File: src/rtl/core/ptt_pkg.sv
// Shared types and constants for the periodic task timer table.
// No dependencies.
package ptt_pkg;
  localparam logic [2:0] KIND_TICK    = 3'd0;
  localparam logic [2:0] KIND_ADD     = 3'd1;
  localparam logic [2:0] KIND_PAUSE   = 3'd2;
  localparam logic [2:0] KIND_RESTART = 3'd3;
  localparam logic [2:0] KIND_MODIFY  = 3'd4;
  localparam logic [2:0] KIND_REMOVE  = 3'd5;
  localparam logic [2:0] KIND_QUERY   = 3'd6;
  localparam logic [2:0] KIND_UNUSED  = 3'd7;

  localparam logic [1:0] ST_OK       = 2'd0;
  localparam logic [1:0] ST_FULL     = 2'd1;
  localparam logic [1:0] ST_EMPTY    = 2'd2;
  localparam logic [1:0] ST_NOTFOUND = 2'd3;

  localparam logic [1:0] MODE_PAUSED   = 2'd0;
  localparam logic [1:0] MODE_PERIODIC = 2'd1;
  localparam logic [1:0] MODE_ONESHOT  = 2'd2;

  localparam logic [31:0] MAX_INTERVAL_RST     = 32'd3600000;
  localparam logic [31:0] DEFAULT_INTERVAL_RST = 32'd50;
  localparam int unsigned MAX_RESULTS = 16;

  localparam logic CFG_MAX_INTERVAL = 1'b0;
  localparam logic CFG_DEFAULT_INTERVAL = 1'b1;

  typedef struct packed {
    logic [7:0]  id;
    logic [1:0]  mode;
    logic [31:0] interval;
    logic [31:0] due;
  } entry_t;

  typedef enum logic [3:0] {
    S_IDLE, S_FIND_RD, S_FIND_CHK, S_OP_WR,
    S_TICK_RD, S_TICK_CHK, S_SHIFT_RD, S_SHIFT_WR, S_OUT, S_TICK_END
  } state_t;

  typedef struct packed {
    logic        fired;
    logic [7:0]  task_id;
    logic [1:0]  status;
    logic [1:0]  mode;
    logic        last;
  } result_t;
endpackage

File: src/rtl/core/periodic_task_timer_table_core.sv
// Periodic task timer table.
// Input channel in_*: kind, task_id, interval, mode; valid/stall handshake.
// Result channel out_*: fired, result_task, status_code, task_mode, last.
// cfg_*: plain write port, index 0 max_interval, index 1 default_interval.
// One item is processed at a time; in_stall is high while an item is at work.
// Operations: a sequential search reads one entry per cycle; the single result
// is valid in the cycle after acceptance (empty, full), else after the search
// or the write; a remove moves each later entry down, a read and a write each.
// Tick: each entry passes a memory read and a check state; a one-time entry
// that fires is compacted out by moving each later entry down, with a read
// and a write per moved entry.
// A fired result is held back until the next firing or the end of the scan,
// so the final one can carry last. Every result sits in an output register;
// when out_stall is high the block holds it and waits, the scan resumes once it is taken.
// Reset clears the tick count, the entry count, the state, config and valid
// registers to their defaults; entry storage is left as it is, only entries
// below the count are ever used. Unused kind 7 is taken and yields no result.
module periodic_task_timer_table_core #(
  parameter int unsigned TASK_SLOTS = 16
) (
  input  logic        clk,
  input  logic        rst_n,
  input  logic        in_valid,
  output logic        in_stall,
  input  logic [2:0]  in_kind,
  input  logic [7:0]  in_task_id,
  input  logic [31:0] in_interval,
  input  logic [2:0]  in_mode,
  output logic        out_valid,
  input  logic        out_stall,
  output logic        out_fired,
  output logic [7:0]  out_result_task,
  output logic [1:0]  out_status_code,
  output logic [1:0]  out_task_mode,
  output logic        out_last,
  input  logic        cfg_we,
  input  logic [0:0]  cfg_index,
  input  logic [31:0] cfg_data
);
  localparam int unsigned AW = (TASK_SLOTS > 1) ? $clog2(TASK_SLOTS) : 1;
  localparam int unsigned CW = $clog2(TASK_SLOTS + 1);
  localparam logic [CW-1:0] SLOTS_C = CW'(TASK_SLOTS);
  localparam logic [4:0] MAXRES_C = 5'(ptt_pkg::MAX_RESULTS);

  ptt_pkg::state_t state_r, state_nxt, ret_r, ret_nxt;
  logic [31:0] maxi_r, defi_r, tick_r, tick_nxt;
  logic [CW-1:0] cnt_r, cnt_nxt, idx_r, idx_nxt, sh_r, sh_nxt;
  logic [4:0] nres_r, nres_nxt;
  logic [2:0] kind_r, kind_nxt;
  logic [7:0] id_r, id_nxt;
  logic [31:0] ival_r, ival_nxt;
  logic [2:0] mode_r, mode_nxt;
  ptt_pkg::entry_t ent_r, ent_nxt;
  ptt_pkg::result_t res_r, res_nxt;
  ptt_pkg::result_t pres_r, pres_nxt;
  logic pend_r, pend_nxt;
  logic ovalid_r, ovalid_nxt;

  logic we;
  logic [AW-1:0] waddr, raddr;
  ptt_pkg::entry_t wdata, rdata;
  logic [31:0] diff;
  logic [31:0] addv;

  ptt_mem #(.DEPTH(TASK_SLOTS), .AW(AW)) u_mem (
    .clk(clk), .we(we), .waddr(waddr), .wdata(wdata),
    .raddr(raddr), .rdata(rdata)
  );

  always_ff @(posedge clk) begin
    if (!rst_n) begin
      state_r <= ptt_pkg::S_IDLE;
      ret_r <= ptt_pkg::S_IDLE;
      maxi_r <= ptt_pkg::MAX_INTERVAL_RST;
      defi_r <= ptt_pkg::DEFAULT_INTERVAL_RST;
      tick_r <= '0;
      cnt_r <= '0;
      pend_r <= 1'b0;
      ovalid_r <= 1'b0;
    end else begin
      state_r <= state_nxt;
      ret_r <= ret_nxt;
      tick_r <= tick_nxt;
      cnt_r <= cnt_nxt;
      pend_r <= pend_nxt;
      ovalid_r <= ovalid_nxt;
      if (cfg_we) begin
        unique case (cfg_index)
          ptt_pkg::CFG_MAX_INTERVAL: maxi_r <= cfg_data;
          ptt_pkg::CFG_DEFAULT_INTERVAL: defi_r <= cfg_data;
          default: ;
        endcase
      end
    end
  end

  always_ff @(posedge clk) begin
    idx_r <= idx_nxt;
    sh_r <= sh_nxt;
    nres_r <= nres_nxt;
    kind_r <= kind_nxt;
    id_r <= id_nxt;
    ival_r <= ival_nxt;
    mode_r <= mode_nxt;
    ent_r <= ent_nxt;
    res_r <= res_nxt;
    pres_r <= pres_nxt;
  end

  assign diff = tick_r - rdata.due;
  assign in_stall = (state_r != ptt_pkg::S_IDLE) || ovalid_r;
  assign out_valid = ovalid_r;
  assign out_fired = res_r.fired;
  assign out_result_task = res_r.task_id;
  assign out_status_code = res_r.status;
  assign out_task_mode = res_r.mode;
  assign out_last = res_r.last;

  always_comb begin
    state_nxt = state_r;
    ret_nxt = ret_r;
    tick_nxt = tick_r;
    cnt_nxt = cnt_r;
    idx_nxt = idx_r;
    sh_nxt = sh_r;
    nres_nxt = nres_r;
    kind_nxt = kind_r;
    id_nxt = id_r;
    ival_nxt = ival_r;
    mode_nxt = mode_r;
    ent_nxt = ent_r;
    res_nxt = res_r;
    pres_nxt = pres_r;
    pend_nxt = pend_r;
    ovalid_nxt = ovalid_r && out_stall;
    we = 1'b0;
    waddr = idx_r[AW-1:0];
    wdata = ent_r;
    raddr = idx_r[AW-1:0];
    addv = '0;
    unique case (state_r)
      ptt_pkg::S_IDLE: begin
        if (in_valid && !in_stall) begin
          kind_nxt = in_kind;
          id_nxt = in_task_id;
          ival_nxt = in_interval;
          mode_nxt = in_mode;
          idx_nxt = '0;
          nres_nxt = '0;
          pend_nxt = 1'b0;
          raddr = '0;
          res_nxt = '{fired: 1'b0, task_id: in_task_id, status: ptt_pkg::ST_OK,
                      mode: ptt_pkg::MODE_PAUSED, last: 1'b1};
          if (in_kind == ptt_pkg::KIND_TICK) begin
            tick_nxt = tick_r + 32'd1;
            state_nxt = (cnt_r != '0) ? ptt_pkg::S_TICK_RD : ptt_pkg::S_IDLE;
          end else if (in_kind == ptt_pkg::KIND_ADD) begin
            if (cnt_r >= SLOTS_C) begin
              res_nxt.status = ptt_pkg::ST_FULL;
              ovalid_nxt = 1'b1;
            end else begin
              ent_nxt.id = in_task_id;
              ent_nxt.mode = (in_mode[1:0] == 2'd3) ? ptt_pkg::MODE_PERIODIC
                                                    : in_mode[1:0];
              ent_nxt.interval = (in_interval == '0 || in_interval > maxi_r)
                                 ? defi_r : in_interval;
              idx_nxt = cnt_r;
              state_nxt = ptt_pkg::S_OP_WR;
            end
          end else if (in_kind <= ptt_pkg::KIND_QUERY) begin
            if (cnt_r == '0) begin
              res_nxt.status = ptt_pkg::ST_EMPTY;
              ovalid_nxt = 1'b1;
            end else begin
              state_nxt = ptt_pkg::S_FIND_RD;
            end
          end
        end
      end
      ptt_pkg::S_FIND_RD: begin
        // raddr = idx_r; data arrives next cycle
        state_nxt = ptt_pkg::S_FIND_CHK;
      end
      ptt_pkg::S_FIND_CHK: begin
        if (rdata.id == id_r) begin
          ent_nxt = rdata;
          unique case (kind_r)
            ptt_pkg::KIND_PAUSE: begin
              ent_nxt.mode = ptt_pkg::MODE_PAUSED;
              state_nxt = ptt_pkg::S_OP_WR;
            end
            ptt_pkg::KIND_RESTART: begin
              ent_nxt.mode = ptt_pkg::MODE_PERIODIC;
              addv = (ival_r == '0) ? rdata.interval : ival_r;
              ent_nxt.due = tick_r + addv;
              state_nxt = ptt_pkg::S_OP_WR;
            end
            ptt_pkg::KIND_MODIFY: begin
              ent_nxt.interval = ival_r;
              if (mode_r <= 3'd2) ent_nxt.mode = mode_r[1:0];
              ent_nxt.due = tick_r + ival_r;
              state_nxt = ptt_pkg::S_OP_WR;
            end
            ptt_pkg::KIND_REMOVE: begin
              sh_nxt = idx_r;
              ret_nxt = ptt_pkg::S_OUT;
              state_nxt = ptt_pkg::S_SHIFT_RD;
            end
            default: begin
              res_nxt.mode = rdata.mode;
              ovalid_nxt = 1'b1;
              state_nxt = ptt_pkg::S_IDLE;
            end
          endcase
        end else if (idx_r + CW'(1) >= cnt_r) begin
          res_nxt.status = ptt_pkg::ST_NOTFOUND;
          ovalid_nxt = 1'b1;
          state_nxt = ptt_pkg::S_IDLE;
        end else begin
          idx_nxt = idx_r + CW'(1);
          raddr = idx_nxt[AW-1:0];
          state_nxt = ptt_pkg::S_FIND_CHK;
        end
      end
      ptt_pkg::S_OP_WR: begin
        we = 1'b1;
        if (kind_r == ptt_pkg::KIND_ADD) begin
          wdata.due = tick_r + (mode_r[2] ? 32'd0 : ent_r.interval);
          cnt_nxt = cnt_r + CW'(1);
        end
        state_nxt = ptt_pkg::S_OUT;
      end
      ptt_pkg::S_OUT: begin
        if (!ovalid_r) begin
          ovalid_nxt = 1'b1;
          state_nxt = ptt_pkg::S_IDLE;
        end
      end
      ptt_pkg::S_TICK_RD: begin
        // wait for any pending result to leave before reporting more
        if (!ovalid_r || !out_stall) begin
          state_nxt = ptt_pkg::S_TICK_CHK;
        end
      end
      ptt_pkg::S_TICK_CHK: begin
        if (rdata.mode != ptt_pkg::MODE_PAUSED && !diff[31]) begin
          // the held firing is not the last one: send it now
          if (pend_r) begin
            res_nxt = pres_r;
            ovalid_nxt = 1'b1;
          end
          pres_nxt = '{fired: 1'b1, task_id: rdata.id, status: ptt_pkg::ST_OK,
                       mode: rdata.mode, last: 1'b0};
          pend_nxt = 1'b1;
          nres_nxt = nres_r + 5'd1;
          if (rdata.mode == ptt_pkg::MODE_ONESHOT) begin
            sh_nxt = idx_r;
            ret_nxt = ptt_pkg::S_TICK_RD;
            state_nxt = ptt_pkg::S_SHIFT_RD;
          end else begin
            we = 1'b1;
            wdata = rdata;
            wdata.due = tick_r + rdata.interval;
            idx_nxt = idx_r + CW'(1);
            state_nxt = ptt_pkg::S_TICK_RD;
          end
        end else begin
          idx_nxt = idx_r + CW'(1);
          state_nxt = ptt_pkg::S_TICK_RD;
        end
        // end of scan; after a removal the check is made once the count drops
        if (state_nxt == ptt_pkg::S_TICK_RD &&
            (idx_nxt >= cnt_r || nres_nxt >= MAXRES_C)) begin
          state_nxt = ptt_pkg::S_TICK_END;
        end
        raddr = idx_nxt[AW-1:0];
      end
      ptt_pkg::S_TICK_END: begin
        // send the held firing, marked last
        if (!ovalid_r || !out_stall) begin
          if (pend_r) begin
            res_nxt = pres_r;
            res_nxt.last = 1'b1;
            ovalid_nxt = 1'b1;
          end
          pend_nxt = 1'b0;
          state_nxt = ptt_pkg::S_IDLE;
        end
      end
      ptt_pkg::S_SHIFT_RD: begin
        // read entry sh+1 to move it down
        if (sh_r + CW'(1) >= cnt_r) begin
          cnt_nxt = cnt_r - CW'(1);
          if (ret_r == ptt_pkg::S_TICK_RD) begin
            raddr = idx_r[AW-1:0];
            if (idx_r >= cnt_nxt || nres_r >= MAXRES_C) begin
              state_nxt = ptt_pkg::S_TICK_END;
            end else begin
              state_nxt = ptt_pkg::S_TICK_RD;
            end
          end else begin
            state_nxt = ret_r;
          end
        end else begin
          raddr = AW'(sh_r + CW'(1));
          state_nxt = ptt_pkg::S_SHIFT_WR;
        end
      end
      ptt_pkg::S_SHIFT_WR: begin
        we = 1'b1;
        waddr = sh_r[AW-1:0];
        wdata = rdata;
        sh_nxt = sh_r + CW'(1);
        state_nxt = ptt_pkg::S_SHIFT_RD;
      end
      default: state_nxt = ptt_pkg::S_IDLE;
    endcase
  end
endmodule

File: src/rtl/core/ptt_mem.sv
// Entry store: one synchronous memory, one write and one read port.
// Depends on ptt_pkg.
module ptt_mem #(
  parameter int unsigned DEPTH = 16,
  parameter int unsigned AW = 4
) (
  input  logic                 clk,
  input  logic                 we,
  input  logic [AW-1:0]        waddr,
  input  ptt_pkg::entry_t      wdata,
  input  logic [AW-1:0]        raddr,
  output ptt_pkg::entry_t      rdata
);
  ptt_pkg::entry_t mem [DEPTH];

  always_ff @(posedge clk) begin
    if (we) begin
      mem[waddr] <= wdata;
    end
    rdata <= mem[raddr];
  end
endmodule

File: config.mk
export PLATFORM = sky130hd
export DESIGN_NAME = periodic_task_timer_table_core
export DESIGN_NICKNAME = d
export VERILOG_FILES = /design/src/rtl/core/ptt_pkg.sv /design/src/rtl/core/periodic_task_timer_table_core.sv /design/src/rtl/core/ptt_mem.sv
export SDC_FILE = /design/constraint.sdc
export NUM_CORES = 2
export LEC_CHECK = 0
export BUFFER_PORTS_ARGS = -buffer_cell sky130_fd_sc_hd__buf_4
export CAP_MARGIN = 20
export CORE_MARGIN = 10
export CORE_UTILIZATION = 30
export CTS_CLUSTER_DIAMETER = 40
export DETAILED_ROUTE_END_ITERATION = 8
export PLACE_DENSITY = 0.54
export REMOVE_ABC_BUFFERS = 1
export SLEW_MARGIN = 30
export SYNTH_ARGS = -nofsm -noshare
export SYNTH_HDL_FRONTEND = slang
export SYNTH_SLANG_ARGS = --single-unit
File: constraint.sdc
create_clock -name clk -period 8.7 [get_ports clk]
set_input_delay 0.87 -clock clk [delete_from_list [all_inputs] [get_ports clk]]
set_output_delay 0.87 -clock clk [all_outputs]
set_load 0.005 [all_outputs]
* Yosys cells after proc, flatten, opt, wreduce, memory -nomap -nowiden
Memories as Yosys holds them, arrays and structs flattened. A register that Yosys moved wholly into a read port is not among the register bits.
Index checks and enable logic that the tools add are counted.
** Operators by class
- Add/subtract/negate cells :: 11
- Multiplexer cells :: 113
- Equal/unequal tests :: 42
- Reductions and logical operators :: 49
- Magnitude comparators :: 10
- Bitwise operators :: 1
** Operator list (number)
- $mux W74 :: 3
- $mux W42 :: 4
- $pmux W42 S2 :: 2
- $mux W32 :: 5
- $add A32 B32 Y32 :: 4
- $mux W4 :: 25
- $pmux W32 S3 :: 1
- $mux W5 :: 18
- $mux W14 :: 5
- $logic_not A32 Y1 :: 2
- $pmux W32 S2 :: 1
- $pmux W4 S10 :: 1
- $ne A2 B2 Y1 const B :: 18
- $add A32 B1 Y32 const B :: 1
- $gt A32 B32 Y1 :: 1
- $pmux W4 S4 :: 2
- $sub A32 B32 Y32 :: 1
- $pmux W5 S3 :: 2
- $pmux W9 S3 :: 1
- $eq A4 B3 Y1 const B :: 6
- $mux W2 :: 12
- $mux W1 :: 21
- $add A5 B1 Y5 const B :: 4
- $ge A5 B5 Y1 :: 4
- 43 further kinds :: 82
** Storage, ports and cells
- Output and inout bits :: 16
- Memory bits (writable) :: 1184
- Bits in registers :: 270
- Memories kept :: 1
- Input bits :: 84
- Logic and storage cells :: 253
** Memory list
- u_mem.mem :: depth 16, width 74, read ports 1, clocked after memory_dff 1, wr ports 1, RTL line ptt_mem.sv:14 : ptt_pkg::entry_t mem [DEPTH];

* Logic depth before layout (Yosys ltp)
- Depth after elaboration :: 10
- Gate-level depth with buffers :: 20
- Depth with buffers taken out :: 19

* Cells and area by module
A second synthesis with hierarchy kept.
** Second synthesis, totals
- Cell total of the unflattened synthesis :: 4210
- Area total of the unflattened synthesis :: 66027.1 µm²
** Modules (own cells, without submodules)
- ptt_mem :: times used 1, seq. area each 37035.5 µm², cells an instance 1901, area an instance 45753.9 µm²
- periodic_task_timer_table_core :: times used 1, seq. area each 6956.7 µm², cells an instance 2309, area an instance 20273.2 µm²

* Worst setup path after synthesis
Ideal clock, no wire load.
- Path kind :: register -> register
- Start :: register tick_r[20]
- End :: memory u_mem.mem[0][0] in the netlist's numbering (enable)
- Buffers on the path :: 0
- Cell stages (with the launch flop) :: 12
- Clock period less this slack :: 6209 ps
- Data arrival time :: 5702 ps
- Required time :: 8193 ps
- Path slack :: 2491 ps
- Setup time :: 507 ps
- Cell sequence :: dfxtp_1 -> ha_1 -> a21oi_1 -> o21ai_0 -> a221o_1 -> a211o_1 -> a21oi_1 -> xor2_1 -> nand2_1 -> a21oi_1 -> o21ai_0 -> nor2_1
** On the way
- Longest elaborated chain between the ends :: 7
** RTL lines
- start, declared :: RTL line periodic_task_timer_table_core.sv:46 : logic [31:0] maxi_r, defi_r, tick_r, tick_nxt;
- start signal, assigned :: RTL line periodic_task_timer_table_core.sv:83 : tick_r <= tick_nxt;
- $sub A32 B32 Y32 :: RTL line periodic_task_timer_table_core.sv:110 : assign diff = tick_r - rdata.due;
- $logic_not A1 Y1 :: RTL line periodic_task_timer_table_core.sv:246 : if (rdata.mode != ptt_pkg::MODE_PAUSED && !diff[31]) begin
- $logic_and A1 B1 Y1 :: RTL line periodic_task_timer_table_core.sv:246
- $mux W1 :: RTL line periodic_task_timer_table_core.sv:246
- $pmux W1 S2 :: RTL line periodic_task_timer_table_core.sv:141 : unique case (state_r)
- $mux W1 :: RTL line ptt_mem.sv:17 : if (we) begin
- $mux W1 (not written as such) :: RTL line ptt_mem.sv:18 : mem[waddr] <= wdata;
- end, declared :: RTL line ptt_mem.sv:14
No other way between the ends.

* Worst setup path in the final report
- Start :: register ival_r[29]
- End :: register ent_r[27] in the netlist's numbering (data pin)
** On the way
- Longest elaborated chain between the ends :: 4
** RTL lines
- start, declared :: RTL line periodic_task_timer_table_core.sv:51 : logic [31:0] ival_r, ival_nxt;
- start signal, assigned :: RTL line periodic_task_timer_table_core.sv:103 : ival_r <= ival_nxt;
- $logic_not A32 Y1 :: RTL line periodic_task_timer_table_core.sv:194 : addv = (ival_r == '0) ? rdata.interval : ival_r;
- $mux W32 :: RTL line periodic_task_timer_table_core.sv:194
- $add A32 B32 Y32 :: RTL line periodic_task_timer_table_core.sv:195 : ent_nxt.due = tick_r + addv;
- $pmux W32 S2 :: RTL line periodic_task_timer_table_core.sv:187 : unique case (kind_r)
- end signal, assigned :: RTL line periodic_task_timer_table_core.sv:105 : ent_r <= ent_nxt;
- end, declared :: RTL line periodic_task_timer_table_core.sv:53 : ptt_pkg::entry_t ent_r, ent_nxt;
No other way between the ends.
A chain may end at the register's enable or synchronous reset.

==> out/summary.md <==
The flow ran to the end, and the final reports show no timing, DRC or antenna violations. In this run, synthesis inferred 1343 flip-flops with an integrated enable. Dividing the detail-routed via count by the number of cells gives 5.19.

For the global-route wire length before repair, the log shows 306000 um. The largest net degree at the start of global routing is 163, and the vertical extent of the die is 497 um. For this run, the total global-route usage over all layers was measured as 16.0%. Summed over all failing endpoints, the final setup total negative slack is 0 ns.

Number of max-cap violations: 0. Once routing completed, OpenROAD measured the worst setup slack at 2.84 ns. The worst-case reg-to-reg path depth works out to 18. The tools report the source-to-sink clock delay at the later pin of the worst-skew pair as 0.88 ns.

Across the VDD grid, the largest voltage drop is 0.240 mV. The count of buffers from port buffering is 99, and the final routed wire length divided by cell count is 22.7 um. The maximum buffer depth of the clock tree was 3; the critical path required time was 9.26 ns. Prior to clock tree synthesis, the placed netlist has a worst setup slack of 2.73 ns. Number of synthesized register bits: 1526. Broken down by cell family, the worst path's largest delay share belongs to compound AO/OA/AOI/OAI gates.

In this run, CTS created clock tree buffers numbering 231. In this run the tightest slew margin relative to its limit is 30.6%. The logs give 7 for the initial antenna violation count and 0.891 for the weighted congestion reported at the end of routability-driven placement. Die boundary width: 497 um. Leaving out fill and tap cells, the most frequent cell in the layout is sky130_fd_sc_hd__nand2_1. The root buffer cell chosen for the clock tree is sky130_fd_sc_hd__clkbuf_16.

The kind of path behind the tightest hold check is primary input to register. Most used flip-flop cell after synthesis: sky130_fd_sc_hd__edfxtp_1. For the area of the mapped netlist, the log shows 0.0682 mm2. STA classifies the critical path startpoint as a register. The biggest fanout along the worst timing path was 32; the post-synthesis xor/xnor area fraction was 1.75%. The tools report the via count of the first global-routing pass as 45600. The mux cell area share after synthesis is 1.84%. The analysis attributes to cell leakage a power of 0.0292 uW. The number of post-CTS setup repair buffers was 0. Ranked by total cell area, the synthesized netlist is headed by sky130_fd_sc_hd__edfxtp_1 (59%), sky130_fd_sc_hd__nand2_1 (7.8%), sky130_fd_sc_hd__dfxtp_1 (5.4%). The area fraction in compound gates after synthesis was 11.3%; the growth of design area from synthesis to finish was 18.6%. The synthesized design spends more area on one cell type than any other, namely sky130_fd_sc_hd__edfxtp_1. After clock tree synthesis, the flow added hold-fix buffers numbering 0. In this run the most critical hold path is launched from in_interval[13].

The tools report the number of ports placed on the die boundary as 100. The number of instances on the worst hold path works out to 1. STA classifies the critical path endpoint as a register. The maximum clock frequency is 171 MHz, and the post-synthesis area per instance is 11.8 um2. Summed over all layers, the routed wires come to 206000 um. Setup violations remaining at the end of the flow were counted as 0. Leaving out fill and tap cells, the most frequent cells in the layout are sky130_fd_sc_hd__nand2_1 (1409), sky130_fd_sc_hd__edfxtp_1 (1343), sky130_fd_sc_hd__nand3_1 (350).

Final count of pins violating max slew: 0. The multi-input combinational cells in the finished layout cover a total of 0.0226 mm2. The final number of hold-violating endpoints was 0; the count of cells resized by post-cts repair was 0.

Detailed placement ended at an HPWL of 119000 um. The sequential fraction of the synthesis area was 64.5%. In this run the critical register-to-register path is launched from ival_r[29]. Once the floorplan was initialized, standard cells occupied 30.1% of the core. The H-tree was split into 4 levels. The run gives 0 as the number of warnings printed during yosys synthesis. The path length in cells of the critical path is 18. The slowest stage of the critical path is the sky130_fd_sc_hd__nor4_1 cell. Summing all flip-flop and latch instances after layout gives 0.0440 mm2. The area share of fa/ha/maj cells after synthesis is 3.43%, and the count of unique library cells instantiated by Yosys is 82. For the area of the core, the log shows 0.227 mm2. Counting I/O delays and the setup requirement, the final critical path takes 5.86 ns.

The detail route stage leaves a number of antenna-violating nets equal to 0. TritonCTS built the clock tree. The number of filler instances in the final layout was 22100. The critical path goes through nor4_1 -> and4_1 -> nand3_1 -> nor3_2 -> buf_4 -> a21o_1 -> ha_1 -> a2111oi_0 -> a2bb2oi_1 -> a21oi_1 -> o22ai_1 -> o221a_2 -> a221oi_1 -> clkbuf_2 -> o21bai_1 -> a21oi_1 -> xor2_1 -> a21oi_1. The net count reported at finish came out at 6145. The logs give 1526 for the number of sinks on the clock net and 0.247 mm2 for the die outline area. The final clock period utilization by the worst path was 67.4%; the detailed-route via count was 47300.

STA puts the critical path data arrival time at 6.42 ns. Global routing finished with a remaining overflow of 0. The portion of synthesized cell area occupied by the leading cell type was 59.1%. Cells with a size suffix above 1 make up 11.9% of the layout.

Dividing total power by cell area gives a power density of 252 mW/mm2. The run gives 5 as the number of iterations in the first detailed-routing pass. At the pin with the least slew margin, the transition time is 1.03 ns. The tools report the synthesized instance count as 5779. The async set-reset flop share out of synthesis is 0%. The source of the critical timing path is ival_r[29]. Counting stages on the worst path, the most repeated cell is sky130_fd_sc_hd__a21oi_1.

After synthesis, the largest family of logic cells by area is simple AND/OR/NAND/NOR gates. The start-to-end type of the worst setup path is register to register. The number of buffer and inverter stages on the critical path works out to 2. Setup repair after global routing left no endpoint under its margin.

In this design, the stage delay of the slowest critical-path cell is 0.89 ns. The clock-pin slew of the registers on the worst-case setup and hold paths was 0.06 ns. The logs give 0.0839 ns for the final clock skew and 175 for the row count. After the first detailed-routing iteration, the DRC count stood at 4649. The basic-gate share of the synthesized area counting and, or, nand and nor cells is 14.3%, and the post-route DRC violation count is 0.
[cells in the mapped netlist, drive strengths merged (19+ instances only)]
cell type / instances
nor3: 30
o21a: 22
inv: 109
nor2: 123
nand2: 1411
or3: 19
ha: 182
a21oi: 308
xnor2: 90
a311o: 74
and3: 96
a32o: 75
and2: 37
o22ai: 41
nand2b: 22
nand4: 30
a31oi: 88
xor2: 46
clkbuf: 182
nor2b: 57
edfxtp: 1343
a211oi: 89
mux2i: 69
mux2: 50
nand3: 352
dfxtp: 183
o211ai: 21
a21o: 85
buf: 153
a21boi: 60
o21ai: 136
nor4: 26
[area by class of cell]
type                    instances  share of cell area [%]
diodes                          7                  0.0216
clock buffers                 273                    7.51
clock inverters               168                    2.70
inverters                     109                   0.506
multi-input cells            3809                    28.0
flip-flops and latches       1526                    54.4
well taps                    3009                    4.65
repair buffers                199                    2.27
[registers in the layout, summed over array words and instances, names as in the netlist, 4 cells and up]
signal and count:
ent_r 74, tick_r 32, id_r 8, u_mem.rdata 74, defi_r 32, pres_r 10
nres_r 5, maxi_r 32, ival_r 32, sh_r 5, cnt_r 5, out_result_task 8
u_mem.mem 1184, state_r 4, idx_r 5
[final timing paths]
| check | slack, ns | end |
|---|---|---|
| setup / recovery | 2.84 | ent_r[27] |
| hold / removal | 0.23 | ival_r[13] |
| setup reg to reg | 2.84 | ent_r[27] |
| hold reg to reg | 0.46 | maxi_r[2] |
[cell families (layout without fill, tap and decap cells)]
logic type	after synthesis	after routing
compound gates	1126	1126
fa+ha+maj	185	185
xor+xnor	136	136
simple gates	2243	2243
flops	1526	1526
mux	119	119
buf+inv	444	749
other cells	0	7
[power breakdown]
group          switching, uW  internal (uW)
registers                276           8090
clock network           3660           6000
logic                   1560            806
total                   5500          14900
[layer usage]
metal	up-vias	track usage (%)	wire (um)
met1	23700	22.7	94600
met3	308	2.37	12600
li1	21600	-	-
met2	1614	25.1	93800
met5	-	0	13
met4	2	4.94	5400
[metrics by stage]
stage,instances,hold slack [ns],cell area [um2],total power (uW),utilization [%]
after floorplan,5444,0.438,66700,10600,-
after global placement,8650,0.456,72500,10800,32.0
after CTS,9091,0.156,80800,20500,35.6
after global routing,9098,0.184,80900,21100,35.7
final,9100,0.233,80900,20400,35.7
after detailed placement,8650,0.461,72600,10900,32.0
No activity file was read; power rests on OpenSTA's default activity.
